### config.mk
export PLATFORM = sky130hd
export DESIGN_NAME = voltage_segment_frame_builder_core
export DESIGN_NICKNAME = d
export VERILOG_FILES = /design/src/rtl/core/vsfb_pkg.sv /design/src/rtl/core/vsfb_digit_split.sv /design/src/rtl/core/voltage_segment_frame_builder_core.sv
export SDC_FILE = /design/constraint.sdc
export NUM_CORES = 1
export LEC_CHECK = 0
export ABC_AREA = 1
export BUFFER_PORTS_ARGS = -buffer_cell sky130_fd_sc_hd__buf_2
export CORE_MARGIN = 4
export CORE_UTILIZATION = 64
export CTS_BUF_LIST = sky130_fd_sc_hd__clkbuf_4 sky130_fd_sc_hd__clkbuf_8
export CTS_CLUSTER_SIZE = 40
export DETAILED_ROUTE_END_ITERATION = 16
export GPL_ROUTABILITY_DRIVEN = 0
export PLACE_DENSITY = 0.84
export REMOVE_ABC_BUFFERS = 1
export SYNTH_ARGS = -nofsm -noshare
export SYNTH_HDL_FRONTEND = slang
export SYNTH_HIERARCHICAL = 1
export SYNTH_SLANG_ARGS = --single-unit
export TNS_END_PERCENT = 30
### constraint.sdc
create_clock -name clk_i -period 15.6 [get_ports clk_i]
set_input_delay 0.78 -clock clk_i [delete_from_list [all_inputs] [get_ports clk_i]]
set_output_delay 0.78 -clock clk_i [all_outputs]
set_load 0.05 [all_outputs]
### src/rtl/core/vsfb_pkg.sv
// Shared types, constants and lookup functions for the voltage segment frame builder.
`default_nettype none

package vsfb_pkg;

  localparam int unsigned VoltW   = 10;
  localparam int unsigned ByteW   = 8;
  localparam int unsigned BrightW = 3;
  localparam int unsigned DigitW  = 4;

  localparam logic [VoltW-1:0] VoltMax = 10'd999;

  localparam logic [ByteW-1:0] GridCmdBase = 8'hC0;
  localparam logic [ByteW-1:0] CtrlCmdBase = 8'h88;
  localparam logic [ByteW-1:0] BlankSegs   = 8'h00;

  // Configuration register indexes
  localparam logic CfgBrightness = 1'b0;
  localparam logic CfgFixedAddr  = 1'b1;

  localparam logic [BrightW-1:0] BrightnessRst = 3'd7;
  localparam logic [ByteW-1:0]   FixedAddrRst  = 8'h44;

  // Segment bytes of the three digits, hundreds first
  typedef struct packed {
    logic [ByteW-1:0] seg_h;
    logic [ByteW-1:0] seg_t;
    logic [ByteW-1:0] seg_u;
  } frame_t;

  function automatic logic [ByteW-1:0] seg_of(input logic [DigitW-1:0] digit);
    logic [ByteW-1:0] seg;
    case (digit)
      4'd0:    seg = 8'b11011110;
      4'd1:    seg = 8'b00010010;
      4'd2:    seg = 8'b10101110;
      4'd3:    seg = 8'b10111010;
      4'd4:    seg = 8'b01110010;
      4'd5:    seg = 8'b11111000;
      4'd6:    seg = 8'b11111100;
      4'd7:    seg = 8'b10010010;
      4'd8:    seg = 8'b11111110;
      4'd9:    seg = 8'b11111010;
      default: seg = BlankSegs;
    endcase
    return seg;
  endfunction

  // Grid address command for digit position idx (0 = hundreds)
  function automatic logic [ByteW-1:0] grid_cmd(input logic sel_in, input logic [1:0] idx);
    logic [2:0] grid;
    case (idx)
      2'd0:    grid = sel_in ? 3'd5 : 3'd2;
      2'd1:    grid = sel_in ? 3'd3 : 3'd1;
      2'd2:    grid = sel_in ? 3'd4 : 3'd0;
      default: grid = 3'd0;
    endcase
    return GridCmdBase | {5'd0, grid};
  endfunction

endpackage

`default_nettype wire

### src/rtl/core/vsfb_digit_split.sv
// Splits a voltage into decimal digits, blanks leading zeros and maps to segment bytes.
`default_nettype none

module vsfb_digit_split (
  input  wire logic [vsfb_pkg::VoltW-1:0] voltage_i,
  output vsfb_pkg::frame_t                frame_o,
  output logic                            in_range_o
);

  logic [15:0]                     prod_h;
  logic [vsfb_pkg::DigitW-1:0]     dig_h;
  logic [vsfb_pkg::VoltW-1:0]      hund_part;
  logic [vsfb_pkg::VoltW-1:0]      rem_full;
  logic [6:0]                      rem;
  logic [14:0]                     prod_t;
  logic [vsfb_pkg::DigitW-1:0]     dig_t;
  logic [6:0]                      tens_part;
  logic [6:0]                      unit_full;
  logic [vsfb_pkg::DigitW-1:0]     dig_u;

  // Divide by 100 and by 10 through reciprocal multiplies, exact over the valid range
  assign prod_h    = 16'(voltage_i) * 16'd41;
  assign dig_h     = prod_h[15:12];
  assign hund_part = 10'(dig_h) * 10'd100;
  assign rem_full  = voltage_i - hund_part;
  assign rem       = rem_full[6:0];
  assign prod_t    = 15'(rem) * 15'd205;
  assign dig_t     = prod_t[14:11];
  assign tens_part = 7'(dig_t) * 7'd10;
  assign unit_full = rem - tens_part;
  assign dig_u     = unit_full[3:0];

  assign in_range_o = (voltage_i <= vsfb_pkg::VoltMax);

  always_comb begin
    frame_o.seg_h = vsfb_pkg::seg_of(dig_h);
    frame_o.seg_t = vsfb_pkg::seg_of(dig_t);
    frame_o.seg_u = vsfb_pkg::seg_of(dig_u);
    if (dig_h == '0) begin
      frame_o.seg_h = vsfb_pkg::BlankSegs;
      if (dig_t == '0) begin
        frame_o.seg_t = vsfb_pkg::BlankSegs;
      end
    end
  end

endmodule

`default_nettype wire

### src/rtl/core/voltage_segment_frame_builder_core.sv
// Top level: input register, digit decode and eight-beat display frame serializer.
//
// Each accepted voltage (0..999) yields eight output beats: the fixed-address
// command, then grid address and segment byte for hundreds, tens and units, then
// the display-control byte 0x88 + brightness. Voltages above 999 are accepted
// and dropped with no output. The output serializer sends one beat per cycle
// while out_ready_i is high; a low out_ready_i holds the current beat. The input
// register takes the next item while a frame is still being sent, and its
// decoded frame loads in the cycle the last beat of the previous one is taken.
// Configuration writes land at once and apply to all beats sent afterwards.
`default_nettype none

module voltage_segment_frame_builder_core (
  input  wire logic                               clk_i,
  input  wire logic                               rst_ni,

  input  wire logic                               cfg_we_i,
  input  wire logic                               cfg_idx_i,
  input  wire logic [vsfb_pkg::ByteW-1:0]         cfg_wdata_i,

  input  wire logic                               in_valid_i,
  output logic                                    in_ready_o,
  input  wire logic [vsfb_pkg::VoltW-1:0]         voltage_i,
  input  wire logic                               screen_select_i,

  output logic                                    out_valid_o,
  input  wire logic                               out_ready_i,
  output logic [vsfb_pkg::ByteW-1:0]              bus_byte_o,
  output logic                                    start_before_o,
  output logic                                    stop_after_o,
  output logic                                    last_byte_o
);

  localparam logic [2:0] BeatCmd   = 3'd0;
  localparam logic [2:0] BeatGridH = 3'd1;
  localparam logic [2:0] BeatSegH  = 3'd2;
  localparam logic [2:0] BeatGridT = 3'd3;
  localparam logic [2:0] BeatSegT  = 3'd4;
  localparam logic [2:0] BeatGridU = 3'd5;
  localparam logic [2:0] BeatSegU  = 3'd6;
  localparam logic [2:0] BeatCtrl  = 3'd7;

  logic [vsfb_pkg::BrightW-1:0] bright_q;
  logic [vsfb_pkg::ByteW-1:0]   fixed_cmd_q;

  logic                         a_valid_q;
  logic [vsfb_pkg::VoltW-1:0]   a_volt_q;
  logic                         a_sel_q;

  logic                         b_valid_q;
  logic [2:0]                   beat_q;
  logic                         b_sel_q;
  vsfb_pkg::frame_t             b_frame_q;

  vsfb_pkg::frame_t             dec_frame;
  logic                         dec_in_range;

  logic                         in_fire;
  logic                         out_fire;
  logic                         b_done;
  logic                         b_free;
  logic                         a_leave;
  logic                         b_load;

  vsfb_digit_split u_split (
    .voltage_i  (a_volt_q),
    .frame_o    (dec_frame),
    .in_range_o (dec_in_range)
  );

  assign out_fire   = out_valid_o && out_ready_i;
  assign b_done     = out_fire && (beat_q == BeatCtrl);
  assign b_free     = !b_valid_q || b_done;
  assign a_leave    = a_valid_q && (!dec_in_range || b_free);
  assign b_load     = a_valid_q && dec_in_range && b_free;
  assign in_ready_o = !a_valid_q || a_leave;
  assign in_fire    = in_valid_i && in_ready_o;

  always_ff @(posedge clk_i or negedge rst_ni) begin
    if (!rst_ni) begin
      bright_q    <= vsfb_pkg::BrightnessRst;
      fixed_cmd_q <= vsfb_pkg::FixedAddrRst;
    end else if (cfg_we_i) begin
      case (cfg_idx_i)
        vsfb_pkg::CfgBrightness: bright_q    <= cfg_wdata_i[vsfb_pkg::BrightW-1:0];
        vsfb_pkg::CfgFixedAddr:  fixed_cmd_q <= cfg_wdata_i;
        default: ;
      endcase
    end
  end

  // Input register
  always_ff @(posedge clk_i or negedge rst_ni) begin
    if (!rst_ni) begin
      a_valid_q <= 1'b0;
    end else if (in_ready_o) begin
      a_valid_q <= in_valid_i;
    end
  end

  always_ff @(posedge clk_i) begin
    if (in_fire) begin
      a_volt_q <= voltage_i;
      a_sel_q  <= screen_select_i;
    end
  end

  // Frame register and beat counter
  always_ff @(posedge clk_i or negedge rst_ni) begin
    if (!rst_ni) begin
      b_valid_q <= 1'b0;
      beat_q    <= BeatCmd;
    end else if (b_load) begin
      b_valid_q <= 1'b1;
      beat_q    <= BeatCmd;
    end else if (b_done) begin
      b_valid_q <= 1'b0;
      beat_q    <= BeatCmd;
    end else if (out_fire) begin
      beat_q    <= beat_q + 3'd1;
    end
  end

  always_ff @(posedge clk_i) begin
    if (b_load) begin
      b_frame_q <= dec_frame;
      b_sel_q   <= a_sel_q;
    end
  end

  assign out_valid_o = b_valid_q;

  always_comb begin
    bus_byte_o     = fixed_cmd_q;
    start_before_o = 1'b1;
    stop_after_o   = 1'b1;
    last_byte_o    = 1'b0;
    case (beat_q)
      BeatCmd: begin
        bus_byte_o = fixed_cmd_q;
      end
      BeatGridH, BeatGridT, BeatGridU: begin
        bus_byte_o   = vsfb_pkg::grid_cmd(b_sel_q, beat_q[2:1]);
        stop_after_o = 1'b0;
      end
      BeatSegH: begin
        bus_byte_o     = b_frame_q.seg_h;
        start_before_o = 1'b0;
      end
      BeatSegT: begin
        bus_byte_o     = b_frame_q.seg_t;
        start_before_o = 1'b0;
      end
      BeatSegU: begin
        bus_byte_o     = b_frame_q.seg_u;
        start_before_o = 1'b0;
      end
      BeatCtrl: begin
        bus_byte_o  = vsfb_pkg::CtrlCmdBase + {5'd0, bright_q};
        last_byte_o = 1'b1;
      end
      default: ;
    endcase
  end

endmodule

`default_nettype wire

# After elaboration in Yosys (flattened, before gate mapping)

Memory sizes are Yosys's and may differ from the RTL's. A register that Yosys moved wholly into a read port is not among the register bits.
Cells that the tools add are included.

Memories kept: 3
Bits in read-only memories: 336
Bits of input ports: 25
Memory bits (writable): 0
Output and inout bits: 13
Word-level logic and storage cells: 70
Bits in latches: 0
Register bits: 52

Shift-type cells: 0
Magnitude comparators: 1
Divide/modulo/power cells: 0
$mul: 4
Equality and inequality tests: 9
Reductions and logical operators: 22
Bitwise operators: 1
Add/sub/neg operators: 4
Mux-type cells: 15

Memory list:

| memory           | words | width | read ports | clocked after memory_dff | wr ports | RTL line       | source |
|---|---|---|---|---|---|---|---|
| (name not given) | 16    | 7     | 1          | 1                        | 0        | vsfb_pkg.sv:33 | `case (digit)` |
| (name not given) | 16    | 7     | 1          | 0                        | 0        | vsfb_pkg.sv:33 |  |
| (name not given) | 16    | 7     | 1          | 1                        | 0        | vsfb_pkg.sv:33 |  |

Operator list:

| operator                | number |
|---|---|
| $pmux W8 S6             | 1 |
| $mul A10 B6 Y16 const B | 1 |
| $mux W8                 | 2 |
| $mul A7 B8 Y15 const B  | 1 |
| $mux W3                 | 5 |
| $eq A3 B3 Y1 const B    | 4 |
| $le A10 B10 Y1 const B  | 1 |
| $pmux W3 S3             | 1 |
| $add A8 B3 Y8 const A   | 1 |
| $logic_not A4 Y1        | 2 |
| $sub A7 B7 Y7           | 1 |
| $eq A3 B2 Y1 const B    | 2 |
| $logic_and A1 B1 Y1     | 6 |
| $reduce_or A3 Y1        | 2 |
| $mul A4 B5 Y5 const B   | 1 |
| $mux W1                 | 5 |
| $mul A4 B3 Y3 const B   | 1 |
| $reduce_and A2 Y1       | 2 |
| $sub A4 B4 Y4           | 1 |
| $add A3 B1 Y3 const B   | 1 |
| $eq A3 B1 Y1 const B    | 1 |
| $logic_not A1 Y1        | 3 |
| $logic_not A3 Y1        | 1 |
| $logic_or A1 B1 Y1      | 3 |
| other kinds (7)         | 7 |

# Logic depth before layout (Yosys ltp)

Gate-level depths: netlist (run 1).

Depth after elaboration: 7
Mapped depth: 45
Mapped depth without buffers: 45

# Cells and area by module

The synthesis (run 1) kept the hierarchy.

Modules (own cells, without submodules):

| module                             | seq. area each (sq um) | times used | cells each | area each (sq um) |
|---|---|---|---|---|
| vsfb_digit_split                   | 0.0                    | 1          | 411        | 2811.4 |
| voltage_segment_frame_builder_core | 1487.7                 | 1          | 197        | 2233.4 |

# Least setup slack after synthesis (run 1)

Ideal clock, no wire load.

Path kind: reg-to-reg
Start: register a_volt_q[3] in the netlist's numbering
End: register b_frame_q[7] (netlist name)
Slack: 8178 ps
Path buffers: 0
Period minus slack after synthesis: 7422 ps
Cell stages (with the launch flop): 44
Arrival: 7289 ps
Setup time: 132 ps
Data required time: 15468 ps
Cells stage by stage: edfxtp_1 ha_1 fa_1 ha_1 ha_1 nand2_1 inv_1 nand2_1 nand2_1 a41oi_1 o21bai_1 xor2_1 inv_1 ha_1 inv_1 ha_1 nand3_1 nand2_1 [... 8 more ...] fa_1 inv_1 ha_1 nand2_1 inv_1 nand2_1 nand2_1 nand2_1 nand2_1 nand2_2 nand2_2 ha_1 fa_1 inv_1 or2_2 o21ai_0 nand2_1 nand2_1

Word-level cells in the longest chain between the ends: 6
Elaborated cells between the ends (all ways): 9
Those cells by class: add/sub (2); mul (4); order compare (1); reduce/logical (2)

RTL lines:

| what                     | RTL line                                  | source |
|---|---|---|
| start: declaration       | voltage_segment_frame_builder_core.sv:47  | `logic [vsfb_pkg::VoltW-1:0] a_volt_q;` |
| start signal: assignment | voltage_segment_frame_builder_core.sv:103 | `a_volt_q <= voltage_i;` |
| $mul A10 B6 Y16          | vsfb_digit_split.sv:22                    | `assign prod_h = 16'(voltage_i) * 16'd41;` |
| $mul A4 B5 Y5            | vsfb_digit_split.sv:24                    | `assign hund_part = 10'(dig_h) * 10'd100;` |
| $sub A7 B7 Y7            | vsfb_digit_split.sv:25                    | `assign rem_full = voltage_i - hund_part;` |
| $mul A7 B8 Y15           | vsfb_digit_split.sv:27                    | `assign prod_t = 15'(rem) * 15'd205;` |
| $mul A4 B3 Y3            | vsfb_digit_split.sv:29                    | `assign tens_part = 7'(dig_t) * 7'd10;` |
| $sub A4 B4 Y4            | vsfb_digit_split.sv:30                    | `assign unit_full = rem - tens_part;` |

Parallel ways exist; a longest one is shown, timed or not.
A chain may end at the register's enable or synchronous reset.

# Worst setup path in the final report (run 1)

Start: register a_volt_q[6] in the netlist's numbering
End: register b_frame_q[7] (netlist name)

Word-level cells in the longest chain between the ends: 6
Elaborated cells between the ends (all ways): 9
Those cells by class: add/sub (2); mul (4); order compare (1); reduce/logical (2)

RTL lines:

| what            | RTL line |
|---|---|
| $mul A10 B6 Y16 | vsfb_digit_split.sv:22 |
| $mul A4 B5 Y5   | vsfb_digit_split.sv:24 |
| $sub A7 B7 Y7   | vsfb_digit_split.sv:25 |
| $mul A7 B8 Y15  | vsfb_digit_split.sv:27 |
| $mul A4 B3 Y3   | vsfb_digit_split.sv:29 |
| $sub A4 B4 Y4   | vsfb_digit_split.sv:30 |

Parallel ways exist; a longest one is shown, timed or not.

==> results of run 1 <==
-- synthesized netlist by cell type (2+ instances only) --
library cell               count
sky130_fd_sc_hd__dfrtp_1      11
sky130_fd_sc_hd__nand3_2       6
sky130_fd_sc_hd__o21ai_0      19
sky130_fd_sc_hd__buf_6         3
sky130_fd_sc_hd__nand4_1      11
sky130_fd_sc_hd__xnor2_1       2
sky130_fd_sc_hd__o21ai_1       2
sky130_fd_sc_hd__mux2_2        5
sky130_fd_sc_hd__nor2_4        2
sky130_fd_sc_hd__nor2_1       35
sky130_fd_sc_hd__fa_1         14
sky130_fd_sc_hd__nor2_2        6
sky130_fd_sc_hd__inv_2         4
sky130_fd_sc_hd__a21oi_1      19
sky130_fd_sc_hd__dfstp_2       5
sky130_fd_sc_hd__buf_4         3
sky130_fd_sc_hd__edfxtp_1     36
sky130_fd_sc_hd__nand2_4       5
sky130_fd_sc_hd__inv_1        89
sky130_fd_sc_hd__nand3_1      54
sky130_fd_sc_hd__ha_1         90
sky130_fd_sc_hd__o21bai_1      6
sky130_fd_sc_hd__nand2_2      14
sky130_fd_sc_hd__nand2_1     152
sky130_fd_sc_hd__xor2_1        4
sky130_fd_sc_hd__or2_2         3
-- cells by family (layout without fill, tap and decap cells) --
logic type / after synthesis / after routing / synth area share
multiplexers: 5 / 5 / 0.0112
buffers and inverters: 99 / 138 / 0.0804
XOR/XNOR: 6 / 6 / 0.0104
adder cells (fa/ha/maj): 104 / 104 / 0.279
flip-flops: 52 / 52 / 0.295
other: 1 / 3 / 0.000743
AND/OR/NAND/NOR: 290 / 290 / 0.266
AO/OA/AOI/OAI: 51 / 51 / 0.0580
-- metrics by stage --
stage / std cells / hold slack [ns] / worst slack [ns] / util
2_1_floorplan: 604 / 0.400 / 8.18 / -
3_3_place_gp: 743 / 0.405 / 7.74 / 0.691
3_5_place_dp: 743 / 0.409 / 7.46 / 0.691
4_1_cts: 751 / 0.375 / 7.39 / 0.706
5_1_grt: 751 / 0.377 / 6.83 / 0.706
6_report: 751 / 0.371 / 7.43 / 0.706
-- per-layer routing --
| metal | wire [um] | share of wire | vias to the layer above |
|---|---|---|---|
| li1 | - | - | 2067 |
| met1 | 4140 | 0.41 | 1857 |
| met2 | 5150 | 0.51 | 125 |
| met3 | 526 | 0.052 | 38 |
| met4 | 359 | 0.035 | 0 |
| met5 | 0 | 0 | - |
-- state kept, by name (all words and copies together), names as in the netlist --
signal       count
fixed_cmd_q      8
a_volt_q        10
out_valid_o      1
b_sel_q          1
a_sel_q          1
beat_q           3
b_frame_q       24
a_valid_q        1
bright_q         3
-- worst max path at each step --
stage                               start                     end  slack, ns
detailed placement  a_volt_q[6]$_DFFE_PP_  b_frame_q[7]$_DFFE_PP_       7.46
floorplan           a_volt_q[3]$_DFFE_PP_  b_frame_q[7]$_DFFE_PP_       8.18
global route        a_volt_q[6]$_DFFE_PP_  b_frame_q[5]$_DFFE_PP_       6.83
global placement    a_volt_q[6]$_DFFE_PP_  b_frame_q[7]$_DFFE_PP_       7.74
finish              a_volt_q[6]$_DFFE_PP_  b_frame_q[7]$_DFFE_PP_       7.43
CTS                 a_volt_q[6]$_DFFE_PP_  b_frame_q[7]$_DFFE_PP_       7.39
-- cell type report --
type,instances,share of cell area
Inverter,93,0.0643
Tap cell,102,0.0235
Clock buffer,6,0.0152
Sequential cell,52,0.274
Clock inverter,2,0.00714
Multi-Input combinational cell,459,0.582
Timing Repair Buffer,37,0.0341
-- worst max-delay path: cells and delay by family, from the launching register on --
family | cells | cell delay, ns
XOR/XNOR | 2 | 0.63
AO/OA/AOI/OAI | 6 | 0.90
buffers and inverters | 5 | 0.45
flip-flops | 1 | 0.53
adder cells (fa/ha/maj) | 12 | 4.69
AND/OR/NAND/NOR | 7 | 0.85
==> results.md, run 1 <==
* Result of the run: finished clean
* Detailed-route via count at roughly 4,100
* Clock root cell: sky130_fd_sc_hd__clkbuf_8
* Clock transition at the registers of the reported paths at 0.10 ns
* Die X at about 97 um
* Final global-route overflow total at 0
* Post-route clock skew at about 0.0086 ns
* Cell with the most instances on the worst path: sky130_fd_sc_hd__ha_1
* Core Region at ~7700 um^2
* Critical-path cell with the highest stage delay: sky130_fd_sc_hd__fa_1
* Most congested layer reported by global routing: met2
* R2r worst-path depth at 32
* Total of max-cap violations at 0
* Cell area reported after detailed placement at 5310 um^2
* Slew at the pin with the worst max-slew slack at between 1 and 1.5 ns
* Io pins at 38
* Reg-to-reg slack, setup at approximately 7.4 ns
* Largest driver fanout on the critical path at 5
* Cts bufs inserted at 5
* First-pass GRT wire length at about 18 mm
* Largest net degree at the start of global routing at 26
* Biggest cell delay along the critical path at ~0.6 ns
* Max transition margin at 0.255
* Antenna-violating nets left at 0
* Hold-fix buffers at CTS at 0
* Level count of the clock H-tree at 2
* Antenna violations before repair at 0
* Finished Cell Area at around 5400 um^2
* Routed wire length at 10.2 mm
* Max Transition Viols Final at 0
* Iteration-0 DRC Markers at 221
* Sequential fraction of the synthesis area at 0.295
* Met1 track demand over resource in global routing at 0.263
* Total routing resource utilization after global routing at 0.226
* Endpoint type of the worst setup path: flop
* Number of sinks driven by the clock tree at 52
* Fraction of registers with async set/reset at 0.308
* Die extent in y at 96.8 um
* Area growth from synthesis to layout at 7.64%
* Setup repair after global routing missed its margin: false
* Vias in the first global route at 4,119
* Area of all sequential standard cells at 1490 um^2
* Worst setup path class: reg2reg
* Post-synth top flop: sky130_fd_sc_hd__edfxtp_1
* Count of endpoints failing hold in the final timing report at 0
* Number of buffers inserted by post-CTS setup repair at 0
* Setup-violating endpoint count in the final report at 0
* Peak clock frequency supported by timing at around 120 MHz
* Maximum clock path buffer count at 2
* Worst min-delay path class: in2async
* Number of distinct library cell variants in the gate-level netlist after synthesis at 34
* DRC at 0
* Per-cell routed wire length at 13.5 um
* Mean cell area of the mapped netlist at ~8.3 um^2
* Most common library cell in the layout ignoring fill and taps: sky130_fd_sc_hd__nand2_1
* Crit start category: flop
* Yosys top cell by area: sky130_fd_sc_hd__ha_1
* Area share of the largest cell type after synthesis at 0.223
* Ratio of cells with drive above 1 in the final layout at 0.149
* Total number of yosys warnings at 6
* Starting utilization of the core area at 0.656
* Buffers on Ports at 37
* Global-route met3 utilization at 0.0404
* Number of detailed-route iterations in the first pass at 5
* Number of nets in the layout at 777
* Die area at roughly 9400 um^2
* Terminus of the critical flop-to-flop path: b_frame_q[7]$_DFFE_PP_
* Seq cells post-synth at 52
* Final worst-path cycle share at 0.524
* Required time of the critical path at 15.78 ns
* Insertion delay of the later-clocked pin in the worst-skew pair at 0.31 ns
* Ant. Diodes at 0
* Beginning of the worst register-to-register path: a_volt_q[6]$_DFFE_PP_
* Top library cells by usage in the layout, fill and taps aside: sky130_fd_sc_hd__nand2_1, sky130_fd_sc_hd__ha_1, sky130_fd_sc_hd__inv_1, sky130_fd_sc_hd__nand3_1, sky130_fd_sc_hd__buf_2
* Number of gates resized after CTS at 0
* Final-layout setup total negative slack at 0 ns
* Final worst path period need at 8.17 ns
* CTS tree: yes
* Number of synthesized flops with an enable pin at 36
* Via count normalized by instance count at roughly 5.4
* Fill cells at between 600 and 700
* Mapped Area at around 5000 um^2
* Site Rows at 32
* Global routing met2 resource utilization at 0.407
* Top post-synthesis cells by area: sky130_fd_sc_hd__ha_1, sky130_fd_sc_hd__edfxtp_1, sky130_fd_sc_hd__nand2_1
* Area of combinational cells with multiple inputs at roughly 3200 um^2
* Syn Inst Count at 608
* Worst endpoint data arrival time at between 8 and 9 ns
* Final HPWL DP at between 8 and 9 mm
Power of run 1 is not shown: default switching activity piles up to over one toggle a cycle in this logic, so the estimate is an artifact.
==> inputs of run 2 (changes only) <==
--- a/config.mk
+++ b/config.mk
@@ -8,12 +8,12 @@
 export ABC_AREA = 1
 export BUFFER_PORTS_ARGS = -buffer_cell sky130_fd_sc_hd__buf_2
 export CORE_MARGIN = 4
-export CORE_UTILIZATION = 64
+export CORE_UTILIZATION = 57
 export CTS_BUF_LIST = sky130_fd_sc_hd__clkbuf_4 sky130_fd_sc_hd__clkbuf_8
 export CTS_CLUSTER_SIZE = 40
 export DETAILED_ROUTE_END_ITERATION = 16
 export GPL_ROUTABILITY_DRIVEN = 0
-export PLACE_DENSITY = 0.84
+export PLACE_DENSITY = 0.79
 export REMOVE_ABC_BUFFERS = 1
 export SYNTH_ARGS = -nofsm -noshare
 export SYNTH_HDL_FRONTEND = slang
==> constraint.sdc (replaced) <==
create_clock -name clk_i -period 6.86 [get_ports clk_i]
set_input_delay 0.343 -clock clk_i [delete_from_list [all_inputs] [get_ports clk_i]]
set_output_delay 0.343 -clock clk_i [all_outputs]
set_load 0.05 [all_outputs]
==> run 2 against run 1 <==
  * The flow now finishes with violations (negative setup slack)
  * Count of clock-buffer cells in the layout stayed put
  * Register-to-register slack worse by 8.2 ns
  * Die area increased by 11%
  * Flip-flop and latch count unchanged
  * Wire length grew 38%
  * Non-clock buffer count up 92
  * Largest cell class unchanged
  * Core utilization increased by 7.2 points
==> results.md, run 2 (synthesis gave the netlist of run 1 again) <==
* Result of the run: complete, but fails checks
* Ant. Diodes at 0 (unchanged)
* Slew at the pin with the worst max-slew slack at 1.10 ns (-0.0155 ns)
* Final worst-path cycle share at 1.11 (+0.590)
* Insertion delay of the later-clocked pin in the worst-skew pair at 0.30 ns (about the same)
* Vias in the first global route at 4,851 (+18%)
* Final hold slack at 0.206 ns (-0.165 ns)
* Final HPWL DP at 8.84 mm (+3.4%)
* Antenna violations before repair at 0 (unchanged)
* Io pins at 38 (unchanged)
* Detailed-route via count at 4,740 (+16%)
* Max transition margin at 0.266 (+0.0103)
* Peak clock frequency supported by timing at 131 MHz (+6.9%)
* Iteration-0 DRC Markers at 187 (-15%)
* Crit start category: flop
* Buffers on Ports at 37 (unchanged)
* Max Transition Viols Final at 0 (unchanged)
* Largest driver fanout on the critical path at 7 (+2)
* First-pass GRT wire length at 21.5 mm (+21%)
* CTS tree: yes
* Reg-to-reg slack, setup at -0.78 ns (-8.21 ns)
* Via count normalized by instance count at 5.58 (+2.6%)
* Area growth from synthesis to layout at 34.0%
* Largest register by flop count: b_frame_q
* Die X at 102 um (+5.5%)
* Cts bufs inserted at 5 (unchanged)
* Uppermost layer routed: met4
* Per-cell routed wire length at 16.5 um (+22%)
* Number of nets in the layout at 869 (+12%)
* Endpoint type of the worst setup path: flop
* Worst endpoint data arrival time at 7.70 ns (-0.65 ns)
* Die extent in y at 102 um (+5.5%)
* Die area at 10,400 um^2 (+11%)
* Core Region at 8680 um^2 (+13%)
* Cell with the most instances on the worst path: sky130_fd_sc_hd__ha_4
* Violations in the final reports: negative setup slack
* Setup repair after global routing missed its margin: true
* Worst min-delay path class: in2reg
* Clock transition at the registers of the reported paths at 0.10 ns (about the same)
* Post-route clock skew at 0.0114 ns (+0.00283 ns)
* Worst setup path class: reg2reg
* Met2 routed wirelength at 7.40 mm (+44%)
* Level count of the clock H-tree at 2 (unchanged)
* Total of max-cap violations at 0 (unchanged)
* Starting utilization of the core area at 0.581 (-0.0749)
* Final global-route overflow total at 0 (unchanged)
* Biggest cell delay along the critical path at 0.56 ns (-0.03 ns)
* Smallest setup slack after layout at -0.778 ns (-8.21 ns)
* Final worst path period need at 7.64 ns (-0.530 ns)
* Site Rows at 34 (+6.3%)
* Met3 wire length at 730 um (+39%)
* Clock root cell: sky130_fd_sc_hd__clkbuf_8
* Critical-path cell with the highest stage delay: sky130_fd_sc_hd__fa_2
* DRC at 0 (unchanged)
* Routed wire length at 14.0 mm (+38%)
* Number of detailed-route iterations in the first pass at 5 (unchanged)
* Sum of routed wire segments on met1 at 5.14 mm (+24%)
* Required time of the critical path at 6.92 ns (-8.86 ns)
* Setup-violating endpoint count in the final report at 14 (+14)
* Flip-flop count of the largest register, all copies and words added at 24 (unchanged)
* Count of endpoints failing hold in the final timing report at 0 (unchanged)
* Registers with the highest flip-flop counts: b_frame_q x24, a_volt_q x10, fixed_cmd_q x8
* Largest net degree at the start of global routing at 26 (unchanged)
* Top library cells by usage in the layout, fill and taps aside: sky130_fd_sc_hd__nand2_1, sky130_fd_sc_hd__buf_4, sky130_fd_sc_hd__inv_1, sky130_fd_sc_hd__ha_1, sky130_fd_sc_hd__nand3_1
* Most common library cell in the layout ignoring fill and taps: sky130_fd_sc_hd__nand2_1
* Total routing resource utilization after global routing at 0.261 (+0.0348)
* Number of sinks driven by the clock tree at 52 (unchanged)
* Ratio of cells with drive above 1 in the final layout at 0.378 (+0.228)
* Antenna-violating nets left at 0 (unchanged)
* Fill cells at 548 (-9.6%)
* Maximum clock path buffer count at 2 (unchanged)
run 2: cell count changes in the layout (fill, tap and decap cells not counted), sizes merged:
| cell | previous run | this run |
|---|---|---|
| buf | 37 | 128 |
| dlygate4sd3 | 0 | 1 |
run 2: timing repair:
| action | 4_1_cts | 5_1_grt |
|---|---|---|
| buffers inserted | 17 | 9 |
| hold buffers | 1 | 0 |
| endpoints found under the setup margin | 14 | 14 |
| gates resized for setup | 59 | 62 |
| pin swaps | 51 | 45 |
| endpoints found under the hold margin | 11 | 0 |
run 2: worst paths after layout:
kind / from / end / depth (start not counted)
min in group asynchronous: rst_ni / beat_q[1]$_DFFE_PN0P_ / 2
worst min register to register: a_sel_q$_DFFE_PP_ / b_sel_q$_DFFE_PP_ / 0
worst max register to register: a_volt_q[4]$_DFFE_PP_ / b_frame_q[2]$_DFFE_PP_ / 39
worst min-delay path: voltage_i[1] / a_volt_q[1]$_DFFE_PP_ / 1
worst max-delay path: a_volt_q[4]$_DFFE_PP_ / b_frame_q[2]$_DFFE_PP_ / 39
max in group asynchronous: rst_ni / bright_q[2]$_DFFE_PN1P_ / 2
run 2: stage by stage:
stage / setup slack (ns) / utilization / instances / cell area, um^2 / setup TNS (ns)
3_3_place_gp: -0.617 / 0.669 / 814 / 5800 / -6.29
2_1_floorplan: -0.562 / - / 604 / 5000 / -4.44
5_1_grt: -1.02 / 0.779 / 849 / 6760 / -12.41
3_5_place_dp: -0.829 / 0.669 / 814 / 5800 / -8.99
6_report: -0.778 / 0.779 / 849 / 6760 / -9.23
4_1_cts: -0.394 / 0.745 / 840 / 6470 / -3.65
run 2: metal layers:
metal | track usage | up-vias
met4 | 0.112 | 0
met3 | 0.0457 | 65
met2 | 0.499 | 197
li1 | - | 2259
met1 | 0.279 | 2219
met5 | 0 | -
run 2: final cells by class:
type                    count  area [um^2]  share of cell area
multi-input cells         459         3780               0.559
flip-flops and latches     52         1490               0.220
repair buffers            129          886               0.131
inverters                  93          352              0.0520
well taps                 108          135              0.0200
clock buffers               6         82.6              0.0122
clock inverters             2         38.8             0.00574
run 2: critical path: cells and delay by family, from the launching register on:
family / cells / cell delay (ns)
AO/OA/AOI/OAI: 2 / 0.26
XOR/XNOR: 2 / 0.49
adder cells (fa/ha/maj): 12 / 4.11
buffers and inverters: 7 / 0.53
flip-flops: 1 / 0.50
AND/OR/NAND/NOR: 16 / 1.51
Power of run 2 is left out for the same reason.
